$ cat config.mk
export PLATFORM = sky130hd
export DESIGN_NAME = lzbr_opq
export DESIGN_NICKNAME = d
export VERILOG_FILES = /design/src/rtl/lzbr_pkg.sv /design/src/rtl/lzbr_opq.sv
export SDC_FILE = /design/constraint.sdc
export NUM_CORES = 1
export LEC_CHECK = 0
export BUFFER_PORTS_ARGS = -buffer_cell sky130_fd_sc_hd__buf_4
export CAP_MARGIN = 20
export CORE_ASPECT_RATIO = 1.5
export CORE_MARGIN = 8
export CORE_UTILIZATION = 44
export DETAILED_ROUTE_END_ITERATION = 6
export GPL_TIMING_DRIVEN = 0
export SYNTH_ARGS = -nofsm -noshare
export SYNTH_HDL_FRONTEND = slang
export SYNTH_SLANG_ARGS = --single-unit
$ cat constraint.sdc
create_clock -name clk -period 3.19 [get_ports clk]
set_input_delay 0.1595 -clock clk [delete_from_list [all_inputs] [get_ports clk]]
set_output_delay 0.1595 -clock clk [all_outputs]
set_load 0.02 [all_outputs]
$ cat src/rtl/lzbr_pkg.sv
`default_nettype none
// ----------------------------------------------------------------------------
// lzbr_pkg
// Shared constants, codes and types of the LZ back-reference copy core.
// ----------------------------------------------------------------------------
package lzbr_pkg;

  // history window: 2**HIST_AW bytes, circular
  localparam int HIST_AW       = 16;
  localparam int HISTORY_BYTES = 1 << HIST_AW;

  // match record queue
  localparam int MQ_AW    = 2;
  localparam int MQ_DEPTH = 1 << MQ_AW;

  // queue of classified beats between front and back
  localparam int OPQ_AW    = 2;
  localparam int OPQ_DEPTH = 1 << OPQ_AW;

  localparam int POS_W  = 32;
  localparam int DIST_W = 17;

  localparam logic REQ_MATCH = 1'b0;
  localparam logic REQ_BYTE  = 1'b1;

  typedef enum logic [1:0] {
    ERR_NONE       = 2'd0,
    ERR_QUEUE_FULL = 2'd1,
    ERR_BAD_DIST   = 2'd2,
    ERR_STALE      = 2'd3
  } err_t;

  // one classified item, as handed from the front to the back
  typedef struct packed {
    logic               is_byte;
    logic [7:0]         byte_val;
    logic [POS_W-1:0]   pos;
    logic               copy;
    logic [HIST_AW-1:0] rd_addr;
    err_t               err;
  } op_t;

endpackage
`default_nettype wire

$ cat src/rtl/lzbr_opq.sv
`default_nettype none
// ----------------------------------------------------------------------------
// lzbr_opq
// Short first-in first-out queue of classified ops between front and back.
// ----------------------------------------------------------------------------
module lzbr_opq (
  input  wire logic          clk,
  input  wire logic          rst,
  input  wire logic          push,
  input  wire lzbr_pkg::op_t push_op,
  input  wire logic          pop,
  output lzbr_pkg::op_t      head_op,
  output logic               full,
  output logic               empty
);
  import lzbr_pkg::*;

  op_t               slots [OPQ_DEPTH];
  logic [OPQ_AW-1:0] wr_ptr, rd_ptr;
  logic [OPQ_AW:0]   count;
  logic              do_pop;

  assign full    = count == (OPQ_AW+1)'(OPQ_DEPTH);
  assign empty   = count == '0;
  assign head_op = slots[rd_ptr];
  assign do_pop  = pop && !empty;

  always_ff @(posedge clk) begin
    if (rst) begin
      wr_ptr <= '0;
      rd_ptr <= '0;
      count  <= '0;
    end else begin
      if (push) wr_ptr <= wr_ptr + 1'b1;
      if (do_pop) rd_ptr <= rd_ptr + 1'b1;
      if (push && !do_pop) begin
        count <= count + 1'b1;
      end else if (!push && do_pop) begin
        count <= count - 1'b1;
      end
    end
  end

  always_ff @(posedge clk) begin
    if (push) slots[wr_ptr] <= push_op;
  end

endmodule
`default_nettype wire

Word-level counts from Yosys, hierarchy flattened
Memories as Yosys holds them, arrays and structs flattened. A register that Yosys moved wholly into a read port is not among the register bits. Index checks and enable logic that the tools add are counted.

$add $sub $neg: 4. Equal/unequal tests: 1. Muxes and demuxes: 6. Reductions and logical operators: 8.

Operator list (count): 2-to-1 mux 3 bit (2); adder 2 x 1 -> 2 bit, second input constant (2); 2-to-1 mux 2 bit (2); adder 3 x 1 -> 3 bit, second input constant (1); equality test 3 bit, second input constant (1); logical AND 1 bit (3); logical NOT 1 bit (3); logical NOT 3 bit (1); subtractor 3 x 1 -> 3 bit, second input constant (1); 2-to-1 mux 1 bit (2); nonzero test 2 bit (1).

Bits in registers: 7. Memory bits (writable): 240. Input bits: 64. Output and inout port bits: 62. Word-level logic and storage cells: 23. Memories: 1.

Memory list: slots (depth 4, bits a word 60, rd ports 1, clocked after memory_dff 1, wr ports 1, line lzbr_opq.sv:18) `op_t slots [OPQ_DEPTH];`.

Longest topological paths before layout
Gate-level depths: netlist of run 1.

Depth in word-level cells: 6. Gate-level depth with buffers: 7. Mapped depth without buffers: 7.

Worst setup path before layout of run 1
Ideal clock, no wire load.

Path type: register to register. Start point: register wr_ptr[0]. End point: memory slots[2][0] (netlist bit) (enable). Setup time: 424 ps. Data arrival time: 1958 ps. Required time: 2766 ps. Setup slack: 808 ps. Cell stages (with the launch flop): 4. Buffers on the path: 0. Period minus slack after synthesis: 2382 ps. Cell sequence: dfxtp_1 > inv_1 > ha_1 > and2_1.

RTL lines: from (decl) (line lzbr_opq.sv:19) `logic [OPQ_AW-1:0] wr_ptr, rd_ptr;`; from (signal assigned) (line lzbr_opq.sv:34) `if (push) wr_ptr <= wr_ptr + 1'b1;`; to (decl) (line lzbr_opq.sv:18).

Straight into the memory's write port.

Worst setup path after layout of run 1
Start point: register count[1]. End point: register count[2].

Word-level cells in the longest chain between the ends: 6. Elaborated cells on any way between the ends: 11. Those cells by class: 2 x add/sub; 2 x mux; 7 x reduce/logical.

RTL lines: from (decl) (line lzbr_opq.sv:20) `logic [OPQ_AW:0] count;`; from (signal assigned) (line lzbr_opq.sv:37) `count <= count + 1'b1;`; from (signal assigned) (line lzbr_opq.sv:39) `count <= count - 1'b1;`; branches (longest 6 deep; another with subtractor 3 x 1 -> 3 bit).

Several ways; the timed one is not identified. The select of a mux whose other input is x is not followed. A chain may end at the register's enable or synchronous reset.

==> metrics.yaml, run 1 <==
outcome: "finished clean"
die_w_um: 134
holdBufCountCts: 63
drv_cap: 0
cts_buffer_depth: 3
ios: 126
place_ws_ns: 1.00
path_max_fanout: 6
cp.arrival_ns: 2.60
wl_per_cell_um: 21.1
die_y_um: 193
whs_ns: 0.0866
wl_mm: 18.0
yosysUniqueCellTypes: 23
setup_ws_ns: 1.01
fp-row-count: 64
antennaDiodeCount: 0
hold_depth: 4
cts_tree: "yes"
worst_path_largest_cell_delay_ns: 0.41
numCtsBuffers: 23
ys_ff_latch: 249
finalMaxSlewViolations: 0
place.gp.congestion: 0.674
dp_hpwl_mm: 11.4
antenna_found_initial: 0
hold_end: "rd_ptr[0]"
regToRegSetupSlack_ns: 1.01
ant_nets: 0
final_common_cell: "edfxtp_1"
grt_max_degree: 41
post_cts_buffers: 0
path_buf_inv: 1
final_cell_mix: "240 x edfxtp_1, 124 x buf_4, 63 x dlygate4sd3_1, 60 x mux4_2, 23 x clkbuf_16"
power_mw: 8.96
power.density_nw_per_um2: 753
syn_to_final_growth_pct: 30.0
clock_latency_ns: 0.50
htree_levels: 1
nets: 644
cp-start-kind: "register"
drc: 0
grt.total_usage_pct: 14.1
syn_nets: 428
rsz0062_at_grt: "false"
rr_endpoint: "count[2]"
power_leakage_nw: 4.09
crit_type: "reg -> reg"
drtIter0Drc: 232
grt-ovfl-total: 0
setup_viol: 0
fmaxAchievable_mhz: 459
dr.pass1.iters: 4
synth_seq_area_share_pct: 80.6
cts_root_buf: "clkbuf_16"
wl_met2_mm: 10.0
portBuffers: 124
synth_edf_count: 240
min_period_ns: 2.18
netlist_area_sq_um: 9160
fill_cells: 1510
seqCellArea_sq_um: 7390
maxSlewHeadroom_pct: 69.6
post-route-period-util_pct: 68.3
syn_avg_cell_area_sq_um: 25.6
cts_sinks: 249
synth_flop_cell: "edfxtp_1"
clkSlewWorstSetupHoldPaths_ns: 0.06
top_layer: "met4"
r2r_start: "count[1]"
vias: 4311
hold_start: "pop"
first_global_vias: 4996
initial_core_util_pct: 44.9
crit_family: "adder cells"
multi_input_area_sq_um: 1600
ctsResizeCount: 0
final_hold_viol_count: 0
synth_cells: 358
crit_path_top_delay_cell: "o31ai_1"
cp_cell_sequence: "o31ai_1, ha_1, inv_1, fa_1, xor2_1, or3_1, a21oi_1"
die_area_sq_um: 25800
m1WireLength_mm: 6.70
worst_slew_pin_slew_ns: 0.450
layout-drive-gt1-share_pct: 40.8
required_ns: 3.62
hp-class: "in -> reg"
fin_skew_ns: 0.00637
wl_met3_um: 815
grt_first_pass_wirelength_mm: 28.0
ys_warn_count: 0
setup.worst_path.end_class: "register"
r2r_cells: 7
core_area_sq_um: 20400
async_flop_share_pct: 0
ir_drop_uv: 452
vias_per_cell: 5.06
cells in the mapped netlist, types with 2 or more instances:
library cell / n / area, sq um
edfxtp_1: 240 / 7210
mux4_2: 60 / 1350
dfxtp_1: 9 / 180
nor2_1: 7 / 26.3
buf_12: 6 / 120
buf_2: 6 / 30.0
ha_1: 5 / 62.6
and2_1: 4 / 25.0
xor2_1: 4 / 35.0
inv_1: 3 / 11.3
mux2i_1: 2 / 20.0
metal layers:
layer	up-vias	GRT usage, %
met5	-	0
met4	0	4.59
met3	34	2.50
met2	109	26.4
met1	2222	15.8
li1	1946	-
report_power, final:
group / switching (mW) / internal (mW) / total, mW
Clock: 1.13 / 1.56 / 2.69
Sequential: 0.0605 / 3.77 / 3.83
Combinational: 1.20 / 1.24 / 2.44
sequential cells by signal (all words and copies together), names as in the netlist, named ones only:
register and count:
rd_ptr 2, slots 240, count 3, wr_ptr 2
metrics by stage:
step                      cells  TNS [ns]  instance area [sq um]  utilization, %
after CTS                   852         0                  11900            58.3
after detailed placement    750         0                  10500            51.6
after floorplan             358         0                   9160               -
after global routing        852         0                  11900            58.3
after global placement      746    -90.77                  10400            51.0
final                       852         0                  11900            58.3
cells by family after synthesis:
kind of cell	Yosys count	share of synthesized area, %
fa+ha+maj	6	0.901
compound gates	4	0.287
flops	249	80.6
xor+xnor	5	0.478
simple gates	14	0.765
buf+inv	18	1.97
mux	62	15.0
cell type report:
| type | instances | area share [%] |
|---|---|---|
| buffer | 15 | 1.42 |
| clock buffer | 25 | 4.90 |
| clock inverter | 14 | 1.26 |
| inverter | 3 | 0.0946 |
| multi-input combinational | 91 | 13.5 |
| sequential | 249 | 62.0 |
| tap | 264 | 2.77 |
| timing repair buffer | 191 | 14.0 |
worst reg2reg max path: stages, from the launching register on:
cell and delay, ns:
dfxtp_1 0.37, o31ai_1 0.41, ha_1 0.28, inv_1 0.06
fa_1 0.37, xor2_1 0.17, or3_1 0.31, a21oi_1 0.14
worst max path at each step:
stage,start,endpoint,slack [ns],cells past startpoint
finish,count[1],count[2],1.01,7
global route,count[0],count[2],0.79,7
CTS,register,head_op[9],0.95,4
detailed placement,count[0],count[2],1.00,7
global placement,wr_ptr[0],slots[0][46],-0.40,3
floorplan,wr_ptr[0],slots[2][0],0.81,3
No activity file was read; power rests on OpenSTA's default activity.
==> run 2: changes to the inputs <==
==> constraint.sdc (replaced) <==
create_clock -name clk -period 2.22 [get_ports clk]
set_input_delay 0.111 -clock clk [delete_from_list [all_inputs] [get_ports clk]]
set_output_delay 0.111 -clock clk [all_outputs]
set_load 0.02 [all_outputs]
==> run 2 against run 1 <==
- sequential cell count did not move
- largest power group unchanged
- first-iteration DRC count is 11% lower
- critical path type unchanged
- sequential share of layout area shrank 0.072 points
- critical endpoint unchanged
==> metrics.yaml, run 2 (synthesis results as in run 1) <==
cts_root_buf: "clkbuf_16"
crit_family: "adder cells"
power.density_nw_per_um2: 1070  # +43%
p_sw_mw: 3.35  # +40%
wl_mm: 16.5  # -8.1%
largest_register: "slots"
grt.total_usage_pct: 12.9  # -1.2 points
finalMaxSlewViolations: 0  # unchanged
internal_power_mw: 9.46  # +44%
final_common_cell: "edfxtp_1"
whs_ns: 0.358  # +0.271 ns
grt_first_pass_wirelength_mm: 25.7  # -8.3%
grt-ovfl-total: 0  # unchanged
setup.worst_path.end_class: "register"
hp-class: "in -> reg"
final_cell_mix: "240 x edfxtp_1, 124 x buf_4, 64 x dlygate4sd3_1, 60 x mux4_2, 23 x clkbuf_16"
ir_drop_uv: 789  # +75%
final_util_pct: 58.4  # +0.067 points
fmaxAchievable_mhz: 477  # +3.8%
fin_skew_ns: 0.00824  # +0.00187 ns
die_w_um: 134  # unchanged
largest_register_ffs: 240  # unchanged
power_leakage_nw: 4.07  # -0.39%
required_ns: 2.63  # -0.99 ns
fin_cells: 854  # +0.23%
cp_cell_sequence: "o31ai_4, ha_2, inv_1, fa_1, xor2_1, or3_1, a21oi_1"
combPwrFrac_pct: 27.1  # about the same
syn_to_final_growth_pct: 30.1
first_global_vias: 4773  # -4.5%
path_buf_inv: 1  # unchanged
nets: 644  # unchanged
drv_cap: 0  # unchanged
crit_path_top_delay_cell: "dfxtp_1"
cts_sinks: 249  # unchanged
drtIter0Drc: 207  # -11%
dr.pass1.iters: 4  # unchanged
worst_slew_pin_slew_ns: 0.493  # +0.0428 ns
vias: 4301  # -0.23%
portBuffers: 124  # unchanged
initial_core_util_pct: 44.9  # unchanged
post_cts_buffers: 0  # unchanged
ios: 126  # unchanged
die_y_um: 193  # unchanged
vias_per_cell: 5.04  # -0.47%
dp_hpwl_mm: 10.4  # -8.7%
crit_type: "reg -> reg"
power_mw: 12.8  # +43%
fp-row-count: 64  # unchanged
numCtsBuffers: 23  # unchanged
final_hold_viol_count: 0  # unchanged
cp-start-kind: "register"
antenna_found_initial: 0  # unchanged
core_area_sq_um: 20400  # unchanged
maxSlewHeadroom_pct: 67.1  # -2.5 points
worst_path_largest_cell_delay_ns: 0.39  # -0.02 ns
place.gp.congestion: 0.707  # +4.8%
ant_nets: 0  # unchanged
power_frac_seq_pct: 43.1  # +0.3 points
post-route-period-util_pct: 94.5  # +26 points
power_frac_clock_pct: 29.8  # -0.2 points
cp.arrival_ns: 2.51  # -0.09 ns
clkSlewWorstSetupHoldPaths_ns: 0.06  # about the same
path_max_fanout: 6  # unchanged
cts_buffer_depth: 3  # unchanged
clock_latency_ns: 0.49  # about the same
setup_viol: 0  # unchanged
place_inst: 750  # unchanged
drc: 0  # unchanged
swShare_pct: 26.1  # -0.50 points
layout-drive-gt1-share_pct: 40.8  # about the same
min_period_ns: 2.10  # -0.0799 ns
antennaDiodeCount: 0  # unchanged
fill_cells: 1540  # +2.0%
reg_top3: "slots x240, count x3"
outcome: "finished clean"
wl_per_cell_um: 19.3  # -8.3%
cts_tree: "yes"
die_area_sq_um: 25800  # unchanged
rsz0062_at_grt: "false"
grt_max_degree: 54  # +32%
htree_levels: 1  # unchanged
run 2: path summary, 6_finish.rpt:
check                                  from            to  slack, ns  cells after the start
worst max-delay path               count[1]      count[2]       0.12                      7
worst min-delay path            push_op[43]  slots[2][43]       0.36                      2
worst min register to register    rd_ptr[1]     rd_ptr[1]       0.53                      2
worst max register to register     count[1]      count[2]       0.12                      7
run 2: routing by layer:
layer  track usage (%)  vias up  share of wire [%]
li1                  -     1949                  -
met1              14.9     2217                 38
met2              23.8      113                 54
met3              2.53       22                5.5
met4              3.86        0                1.7
met5                 0        -                  0
run 2: power groups by stage:
stage,Sequential (mW),Clock [mW],Combinational [mW]
floorplan,5.59,0,2.25
global placement,5.60,0,3.42
detailed placement,5.61,0,3.47
CTS,5.52,3.92,3.57
global route,5.55,4.09,3.71
finish,5.52,3.82,3.47
run 2: final cells by class:
class	instances	area, sq um	area share, %
sequential	249	7390	62.0
timing repair buffer	192	1670	14.0
multi-input combinational	91	1620	13.6
clock buffer	28	594	4.99
tap	264	330	2.77
buffer	14	165	1.39
clock inverter	13	145	1.22
inverter	3	11.3	0.0945
run 2: stage by stage:
step	worst slack, ns	instance area (sq um)	setup TNS, ns
after floorplan	0.234	9170	0
after global placement	-0.103	10400	-20.21
after detailed placement	-0.00334	10500	-0.00334
after CTS	0.0616	11900	0
after global routing	0.000741	11900	0
final	0.123	11900	0
run 2: what timing repair did:
action	CTS	global route
gates resized for setup	1	2
hold buffers	64	0
endpoints found under the hold margin	247	0
pin swaps	0	0
endpoints found under the setup margin	53	1
