--- src/rtl/lzbr_pkg.sv ---
`default_nettype none
// ----------------------------------------------------------------------------
// lzbr_pkg
// Shared constants, codes and types of the LZ back-reference copy core.
// ----------------------------------------------------------------------------
package lzbr_pkg;

  // history window: 2**HIST_AW bytes, circular
  localparam int HIST_AW       = 16;
  localparam int HISTORY_BYTES = 1 << HIST_AW;

  // match record queue
  localparam int MQ_AW    = 2;
  localparam int MQ_DEPTH = 1 << MQ_AW;

  // queue of classified beats between front and back
  localparam int OPQ_AW    = 2;
  localparam int OPQ_DEPTH = 1 << OPQ_AW;

  localparam int POS_W  = 32;
  localparam int DIST_W = 17;

  localparam logic REQ_MATCH = 1'b0;
  localparam logic REQ_BYTE  = 1'b1;

  typedef enum logic [1:0] {
    ERR_NONE       = 2'd0,
    ERR_QUEUE_FULL = 2'd1,
    ERR_BAD_DIST   = 2'd2,
    ERR_STALE      = 2'd3
  } err_t;

  // one classified item, as handed from the front to the back
  typedef struct packed {
    logic               is_byte;
    logic [7:0]         byte_val;
    logic [POS_W-1:0]   pos;
    logic               copy;
    logic [HIST_AW-1:0] rd_addr;
    err_t               err;
  } op_t;

endpackage
`default_nettype wire

--- src/rtl/lzbr_in_if.sv ---
`default_nettype none
// ----------------------------------------------------------------------------
// lzbr_in_if
// Request channel: match records and data bytes.
// ----------------------------------------------------------------------------
interface lzbr_in_if;
  import lzbr_pkg::*;

  logic                valid;
  logic                ready;
  logic                req_type;
  logic [7:0]          data_byte;
  logic [POS_W-1:0]    match_start;
  logic [POS_W-1:0]    match_end;
  logic [DIST_W-1:0]   match_distance;

  modport source (output valid, req_type, data_byte, match_start, match_end,
                  match_distance, input ready);
  modport sink   (input valid, req_type, data_byte, match_start, match_end,
                  match_distance, output ready);
endinterface
`default_nettype wire

--- src/rtl/lzbr_front.sv ---
`default_nettype none
// ----------------------------------------------------------------------------
// lzbr_front
// Accepts request beats, keeps the stream position and the match record
// queue, and turns each beat into a classified op for the back end.
// ----------------------------------------------------------------------------
module lzbr_front (
  input  wire logic          clk,
  input  wire logic          rst,
  lzbr_in_if.sink            req_ch,
  input  wire logic          q_full,
  output logic               op_push,
  output lzbr_pkg::op_t      op
);
  import lzbr_pkg::*;

  logic [POS_W-1:0]  q_start [MQ_DEPTH];
  logic [POS_W-1:0]  q_end   [MQ_DEPTH];
  logic [DIST_W-1:0] q_dist  [MQ_DEPTH];
  logic [MQ_AW-1:0]  head;
  logic [MQ_AW:0]    count;
  logic [POS_W-1:0]  pos;

  logic [MQ_DEPTH-1:0] lt, cov, last, dbad;
  logic [MQ_AW:0]      n_pop;
  logic [MQ_AW-1:0]    hd;
  logic [MQ_AW:0]      remain;
  logic                hit, bad, pop_last;
  logic [POS_W-1:0]    diff;
  logic [MQ_AW-1:0]    slot;
  err_t                rec_err;
  logic                accept;

  assign req_ch.ready = !q_full;
  assign accept       = req_ch.valid && req_ch.ready;
  assign op_push      = accept;

  // per-entry compares against the current position, all in parallel
  always_comb begin
    for (int i = 0; i < MQ_DEPTH; i++) begin
      lt[i]   = q_end[i] < pos;
      cov[i]  = q_start[i] <= pos;
      last[i] = q_end[i] == pos;
      dbad[i] = POS_W'(q_dist[i]) > pos;
    end
  end

  // drop passed records from the head, then look at the new head
  always_comb begin
    logic [MQ_AW-1:0] idx;
    logic             run;
    n_pop = '0;
    run   = 1'b1;
    for (int k = 0; k < MQ_DEPTH; k++) begin
      idx = head + MQ_AW'(k);
      if (run && ((MQ_AW+1)'(k) < count) && lt[idx]) begin
        n_pop = n_pop + 1'b1;
      end else begin
        run = 1'b0;
      end
    end
  end

  assign hd       = head + n_pop[MQ_AW-1:0];
  assign remain   = count - n_pop;
  assign hit      = (remain != '0) && cov[hd];
  assign bad      = hit && dbad[hd];
  assign pop_last = hit && last[hd];
  assign diff     = pos - POS_W'(q_dist[hd]);
  assign slot     = head + count[MQ_AW-1:0];

  always_comb begin
    if (req_ch.match_distance == '0 ||
        POS_W'(req_ch.match_distance) > POS_W'(HISTORY_BYTES)) begin
      rec_err = ERR_BAD_DIST;
    end else if (req_ch.match_end < req_ch.match_start || req_ch.match_end < pos) begin
      rec_err = ERR_STALE;
    end else if (count == (MQ_AW+1)'(MQ_DEPTH)) begin
      rec_err = ERR_QUEUE_FULL;
    end else begin
      rec_err = ERR_NONE;
    end
  end

  always_comb begin
    op.is_byte  = req_ch.req_type == REQ_BYTE;
    op.byte_val = op.is_byte ? req_ch.data_byte : 8'd0;
    op.pos      = op.is_byte ? pos : '0;
    op.copy     = op.is_byte && hit && !bad;
    op.rd_addr  = diff[HIST_AW-1:0];
    op.err      = op.is_byte ? (bad ? ERR_BAD_DIST : ERR_NONE) : rec_err;
  end

  always_ff @(posedge clk) begin
    if (rst) begin
      head  <= '0;
      count <= '0;
      pos   <= '0;
    end else if (accept) begin
      if (req_ch.req_type == REQ_BYTE) begin
        head  <= hd + MQ_AW'(pop_last);
        count <= remain - (MQ_AW+1)'(pop_last);
        pos   <= pos + 1'b1;
      end else if (rec_err == ERR_NONE) begin
        count <= count + 1'b1;
      end
    end
  end

  always_ff @(posedge clk) begin
    if (accept && req_ch.req_type == REQ_MATCH && rec_err == ERR_NONE) begin
      q_start[slot] <= req_ch.match_start;
      q_end[slot]   <= req_ch.match_end;
      q_dist[slot]  <= req_ch.match_distance;
    end
  end

endmodule
`default_nettype wire

--- src/flat_wrapper.sv ---
// flat-port wrapper written by rule: the top's interface ports become plain ports
module lzbr_front_flat import lzbr_pkg::*;
  (clk, rst, q_full, op_push, op, req_ch_valid, req_ch_req_type, req_ch_data_byte, req_ch_match_start, req_ch_match_end, req_ch_match_distance, req_ch_ready);
  lzbr_in_if req_ch_i ();
  input  wire logic clk;
  input  wire logic rst;
  input  wire logic q_full;
  output logic op_push;
  output lzbr_pkg::op_t op;
  input wire logic [$bits(req_ch_i.valid)-1:0] req_ch_valid;
  input wire logic [$bits(req_ch_i.req_type)-1:0] req_ch_req_type;
  input wire logic [$bits(req_ch_i.data_byte)-1:0] req_ch_data_byte;
  input wire logic [$bits(req_ch_i.match_start)-1:0] req_ch_match_start;
  input wire logic [$bits(req_ch_i.match_end)-1:0] req_ch_match_end;
  input wire logic [$bits(req_ch_i.match_distance)-1:0] req_ch_match_distance;
  output wire logic [$bits(req_ch_i.ready)-1:0] req_ch_ready;
  assign req_ch_i.valid = req_ch_valid;
  assign req_ch_i.req_type = req_ch_req_type;
  assign req_ch_i.data_byte = req_ch_data_byte;
  assign req_ch_i.match_start = req_ch_match_start;
  assign req_ch_i.match_end = req_ch_match_end;
  assign req_ch_i.match_distance = req_ch_match_distance;
  assign req_ch_ready = req_ch_i.ready;
  lzbr_front u_core (.clk(clk), .rst(rst), .req_ch(req_ch_i), .q_full(q_full), .op_push(op_push), .op(op));
endmodule
--- config.mk ---
export PLATFORM = sky130hd
export DESIGN_NAME = lzbr_front_flat
export DESIGN_NICKNAME = d
export VERILOG_FILES = /design/src/rtl/lzbr_pkg.sv /design/src/rtl/lzbr_in_if.sv /design/src/rtl/lzbr_front.sv /design/src/flat_wrapper.sv
export SDC_FILE = /design/constraint.sdc
export NUM_CORES = 1
export LEC_CHECK = 0
export BUFFER_PORTS_ARGS = -buffer_cell sky130_fd_sc_hd__buf_2
export CELL_PAD_IN_SITES_DETAIL_PLACEMENT = 1
export CELL_PAD_IN_SITES_GLOBAL_PLACEMENT = 1
export CORE_AREA = 3 3 254 231
export CTS_CLUSTER_SIZE = 10
export DETAILED_ROUTE_END_ITERATION = 10
export DIE_AREA = 0 0 257 234
export PLACE_DENSITY_LB_ADDON = 0.1
export REMOVE_ABC_BUFFERS = 1
export SLEW_MARGIN = 20
export SYNTH_ARGS = -nofsm -noshare
export SYNTH_HDL_FRONTEND = slang
export SYNTH_SLANG_ARGS = --single-unit
--- constraint.sdc ---
create_clock -name clk -period 8.8 [get_ports clk]
set_clock_uncertainty 0.15 [all_clocks]
set_input_delay 1.76 -clock clk [delete_from_list [all_inputs] [get_ports clk]]
set_output_delay 1.76 -clock clk [all_outputs]
set_load 0.005 [all_outputs]
# == Yosys cells after proc, flatten, opt, wreduce, memory -nomap -nowiden ==
# Memories as Yosys holds them, arrays and structs flattened.
# Cells that the tools add are included.
# word_totals
input_bits,94
regBits,37
elab_cells,107
output_inout_bits,62
mem_count,3
ramBits,324
# classes
magnitude_cmp,24
n_eq_ne,5
n_mux,32
add_sub_neg,14
reduce_logical,25
bitwise,1
# mem_list
name,words,word_bits,read_ports,rd_clocked_by_memory_dff,wr,line_no,rtl
u_core.q_end,4,32,4,0,1,lzbr_front.sv:18,logic [POS_W-1:0] q_end [MQ_DEPTH];
u_core.q_start,4,32,4,0,1,lzbr_front.sv:17,logic [POS_W-1:0] q_start [MQ_DEPTH];
u_core.q_dist,4,17,5,0,1,lzbr_front.sv:19,logic [DIST_W-1:0] q_dist [MQ_DEPTH];
# ops
operator,count
$lt 32x32->1,6
$eq 32x32->1,4
$gt 17x32->1,4
$le 32x32->1,4
$add 32x1->32 const B,1
$mux 32,1
$gt 17x17->1 const B,1
$logic_not 17->1,1
$sub 16x16->16,1
$logic_and 1x1->1,15
$lt 2x3->1 const B,5
$mux 3,5
$bmux 1 s2,7
$mux 1,14
$add 3x1->3 const B,3
$mux 2,4
$mux 8,1
$lt 1x3->1 const A,2
$lt 2x3->1 const A,2
$add 2x2->2,2
$add 2x2->2 const B,2
$reduce_and 2->1,2
$eq 3x3->1 const B,1
$reduce_bool 3->1,1
10 further kinds,12

# == Longest topological paths before layout ==
# An unclocked memory read counts as a cell.
# logic_depth
depth_word,22
ltp_mapped,35
mapped_depth_nobuf,34

# == Worst setup path after synthesis ==
# OpenSTA, ideal clock, no wires.
# synth_timing
path_type,reg2out
start,reg u_core.pos[9]
end,out op[16] (netlist bit)
n_path_buf,2
arrival_ps,7008
required_ps,6890
setup_slack_ps,-118
path_stages_with_launch,32
path_cell_list,dfxtp_1 -> inv_1 -> ha_1 -> a211oi_1 -> o21ai_1 -> a221o_1 -> o31a_1 -> a2111oi_2 -> mux4_2 -> o211a_1 -> ha_1 -> inv_1 -> nor2_1 -> nand3_1 -> xnor2_1 -> ha_1 -> clkbuf_1 -> buf_1 -> mux4_2 -> inv_1 -> ha_1 -> a21o_1 -> a21oi_1 -> o21bai_1 -> a21oi_1 -> o21bai_1 -> a21oi_1 -> o21bai_1 -> a21oi_1 -> o21ai_0 -> or4b_2 -> nand3_1
# synth_rtl
item,line_no,rtl
"start, declared",lzbr_front.sv:22,logic [POS_W-1:0] pos;
"start signal, assigned",lzbr_front.sv:103,pos <= pos + 1'b1;
"end, declared",flat_wrapper.sv:9,output lzbr_pkg::op_t op;

==> reports/results.txt <==
TritonCTS buffer count: 44
status: finished, violations left
Post-Synth XOR/XNOR Area: 0.0227
nets: 2759
terminus of the critical flop-to-flop path: u_core.count[2]$_SDFFE_PP0P_
wire per inst: 23.6 µm
Crit Reg-Reg Startpoint: u_core.pos[7]$_SDFFE_PP0P_
DRC: 0
Worst EP required: 6890 ps
Root Driver: clkbuf_16
Via density: 5.55
Ports: 156
global route overflow: 0
gr usage total: 0.238
pwr dens: 139 mW/mm²
hold buffer count at CTS: 0
Die ar.: 0.0601 mm²
global-route wire length before repair: 109 mm
Die Y: 234 µm
via count: 16800
H-tree levels: 2
CP Class: reg2out
Worst Tran Pin Value: 1020 ps
# setup viols final: 5
final hold viol count: 0
CTS Buffer Depth: 3
area of the multi-input gates: 0.0116 mm²
r2r worst-path depth: 48
arrival time worst endpoint: 7240 ps
Layout Area Growth over Synthesis: 25.8%
Fillers: 5914
Placer Congestion: 0.859
initial antenna violation count: 1
total power draw: 3820 µW
register area: 0.0105 mm²
Hold Startpoint: u_core.pos[24]$_SDFFE_PP0P_
complex-gate fraction of the synthesized area: 0.109
unrepaired setup endpoints after global routing: true
IR Drop Worst-Case VDD: 135 µV
post-synthesis mux area share: 0.0204
clock-pin slew on the worst setup and hold paths: 60 ps
DIE WIDTH: 257 µm
layout cells sized above 1: 0.266
Synth Flop Type: edfxtp_1
Detailed Place HPWL: 54.1 mm
Worst Hold Class: reg2reg
asr flop ratio synth: 0
TritonRoute pass-1 iters: 4
fin area: 0.0275 mm²
Hold EP: u_core.pos[24]$_SDFFE_PP0P_
Post-synth EDFFs: 324
core area: 0.0559 mm²
clk_lat worst skew: 580 ps
post-synthesis cell count: 1812
Worst Setup SP: u_core.pos[7]$_SDFFE_PP0P_
leading area contributor after synthesis: edfxtp_1
Final Max Slew Viols: 0
startpoint type of the worst setup path: register
largest cells by area after synthesis: edfxtp_1, ha_1, dfxtp_1, a21oi_1, a21o_1
simple-gate share of the synthesized area: 0.109
fin crit share: 1.04
Fin Hold WS: 475 ps
Worst setup EP type: primary output
Crit path top cell by count: buf_4
Max-slew headroom: 0.322
count of routing violations after the opening detailed-route iteration: 849
hold path depth: 3
most frequent cells after synthesis: ha_1, edfxtp_1, a21oi_1
Yosys top cell area share: 0.445
antenna cells: 0
crit-path max FO: 4
failing checks: setup timing
Min Clock Period, post-route: 9150 ps
largest family of logic cells by synthesized area: adder cells
Rows: 82
mapped cell area: 0.0219 mm²
warnings from Yosys: 0
adder-cell share of the synthesized area: 0.237
PortBufs: 155
Synth Register Bits: 361
Cell variety after synth: 67
Starting Density: 0.391
DRT Wirelength: 71.6 mm
slowest CP cell: o31a_1
vias in the first global route: 18400
Antenna Violating Nets Remaining: 0
f_max: 109 MHz
final worst slack: -352 ps
clk sinks: 361
clock tree from TritonCTS: done
Seq/Total Area, Yosys: 0.479
Synth Area per Inst: 12.1 µm²
max cap viols: 0
R2R Setup Slk: 720 ps
largest net degree at the start of global routing: 70
P_leak: 0.0111 µW
DP Area: 0.0250 mm²
crit-path max cell delay: 360 ps
count leader, synth: ha_1
timing repair:
action / CTS / global route
resized for setup: 114 / 41
pin swaps: 55 / 50
buffers inserted: 62 / 11
setup endpoints to repair: 10 / 10
cell usage in the layout (no fill, tap or decap), types with 26 or more instances in the layout:
cell / n
inv_1: 92
a21oi_1: 112
ha_1: 387
dfxtp_1: 26
buf_4: 246
o21ai_0: 64
nand4_1: 77
buf_2: 154
clkbuf_16: 44
a21o_1: 70
and2_1: 44
edfxtp_1: 324
nor2_1: 90
xnor2_1: 39
nand3_1: 30
nand2_1: 73
sequential cells by signal, indices dropped and copies added (netlist names):
register	cells
u_core.pos	32
u_core.head	2
u_core.count	3
u_core.q_end	128
u_core.q_dist	68
u_core.q_start	128
how the worst max path moves through the flow:
stage | to | cells after the start
finish | op[18] | 43
global route | op[16] | 36
global placement | op[16] | 36
detailed placement | op[16] | 36
floorplan | op[16] | 33
CTS | op[16] | 35
cell families after synthesis:
group / count (synthesis)
buf+inv: 134
simple gates: 451
mux: 22
fa+ha+maj: 414
xor+xnor: 55
compound gates: 375
flops: 361
metal layers:
| layer | GRT usage | share of wire | up-vias |
|---|---|---|---|
| li1 | - | - | 7860 |
| met1 | 0.307 | 0.45 | 8533 |
| met2 | 0.413 | 0.48 | 333 |
| met3 | 0.0305 | 0.036 | 115 |
| met4 | 0.0864 | 0.036 | 2 |
| met5 | 0 | 0.000084 | - |
worst max-delay path, delay by kind of cell (launching register included):
kind | cells | cell delay (ps)
DFF | 1 | 340
buffers and inverters | 28 | 3510
adders and majority gates | 2 | 460
AOI/OAI and AO/OA | 8 | 1600
and+or+nand+nor | 4 | 580
xor gates and xnor gates | 1 | 160
area by class of cell:
type / count / area share
Clock buffer: 65 / 0.0436
Clock inverter: 7 / 0.00227
Timing Repair Buffer: 413 / 0.101
Sequential cell: 361 / 0.381
Tap cell: 756 / 0.0344
Inverter: 114 / 0.0159
Multi-Input combinational cell: 1317 / 0.421
power breakdown:
group	total, µW	leakage (µW)	switching (µW)	internal [µW]
clock network	1660	0.000611	724	940
registers	1880	0.00322	6.76	1870
logic	277	0.00726	163	114
per-stage QoR:
stage,setup TNS [ps],instances,utilization,setup slack (ps)
finish,-1110,3033,0.492,-352
global route,-3060,3033,0.492,-552
CTS,-452,3026,0.487,-158
detailed placement,-2080,2892,0.447,-684
global placement,-1600,2892,0.447,-614
floorplan,-2370,1792,-,-986
Power figures use the tool's default switching activity.
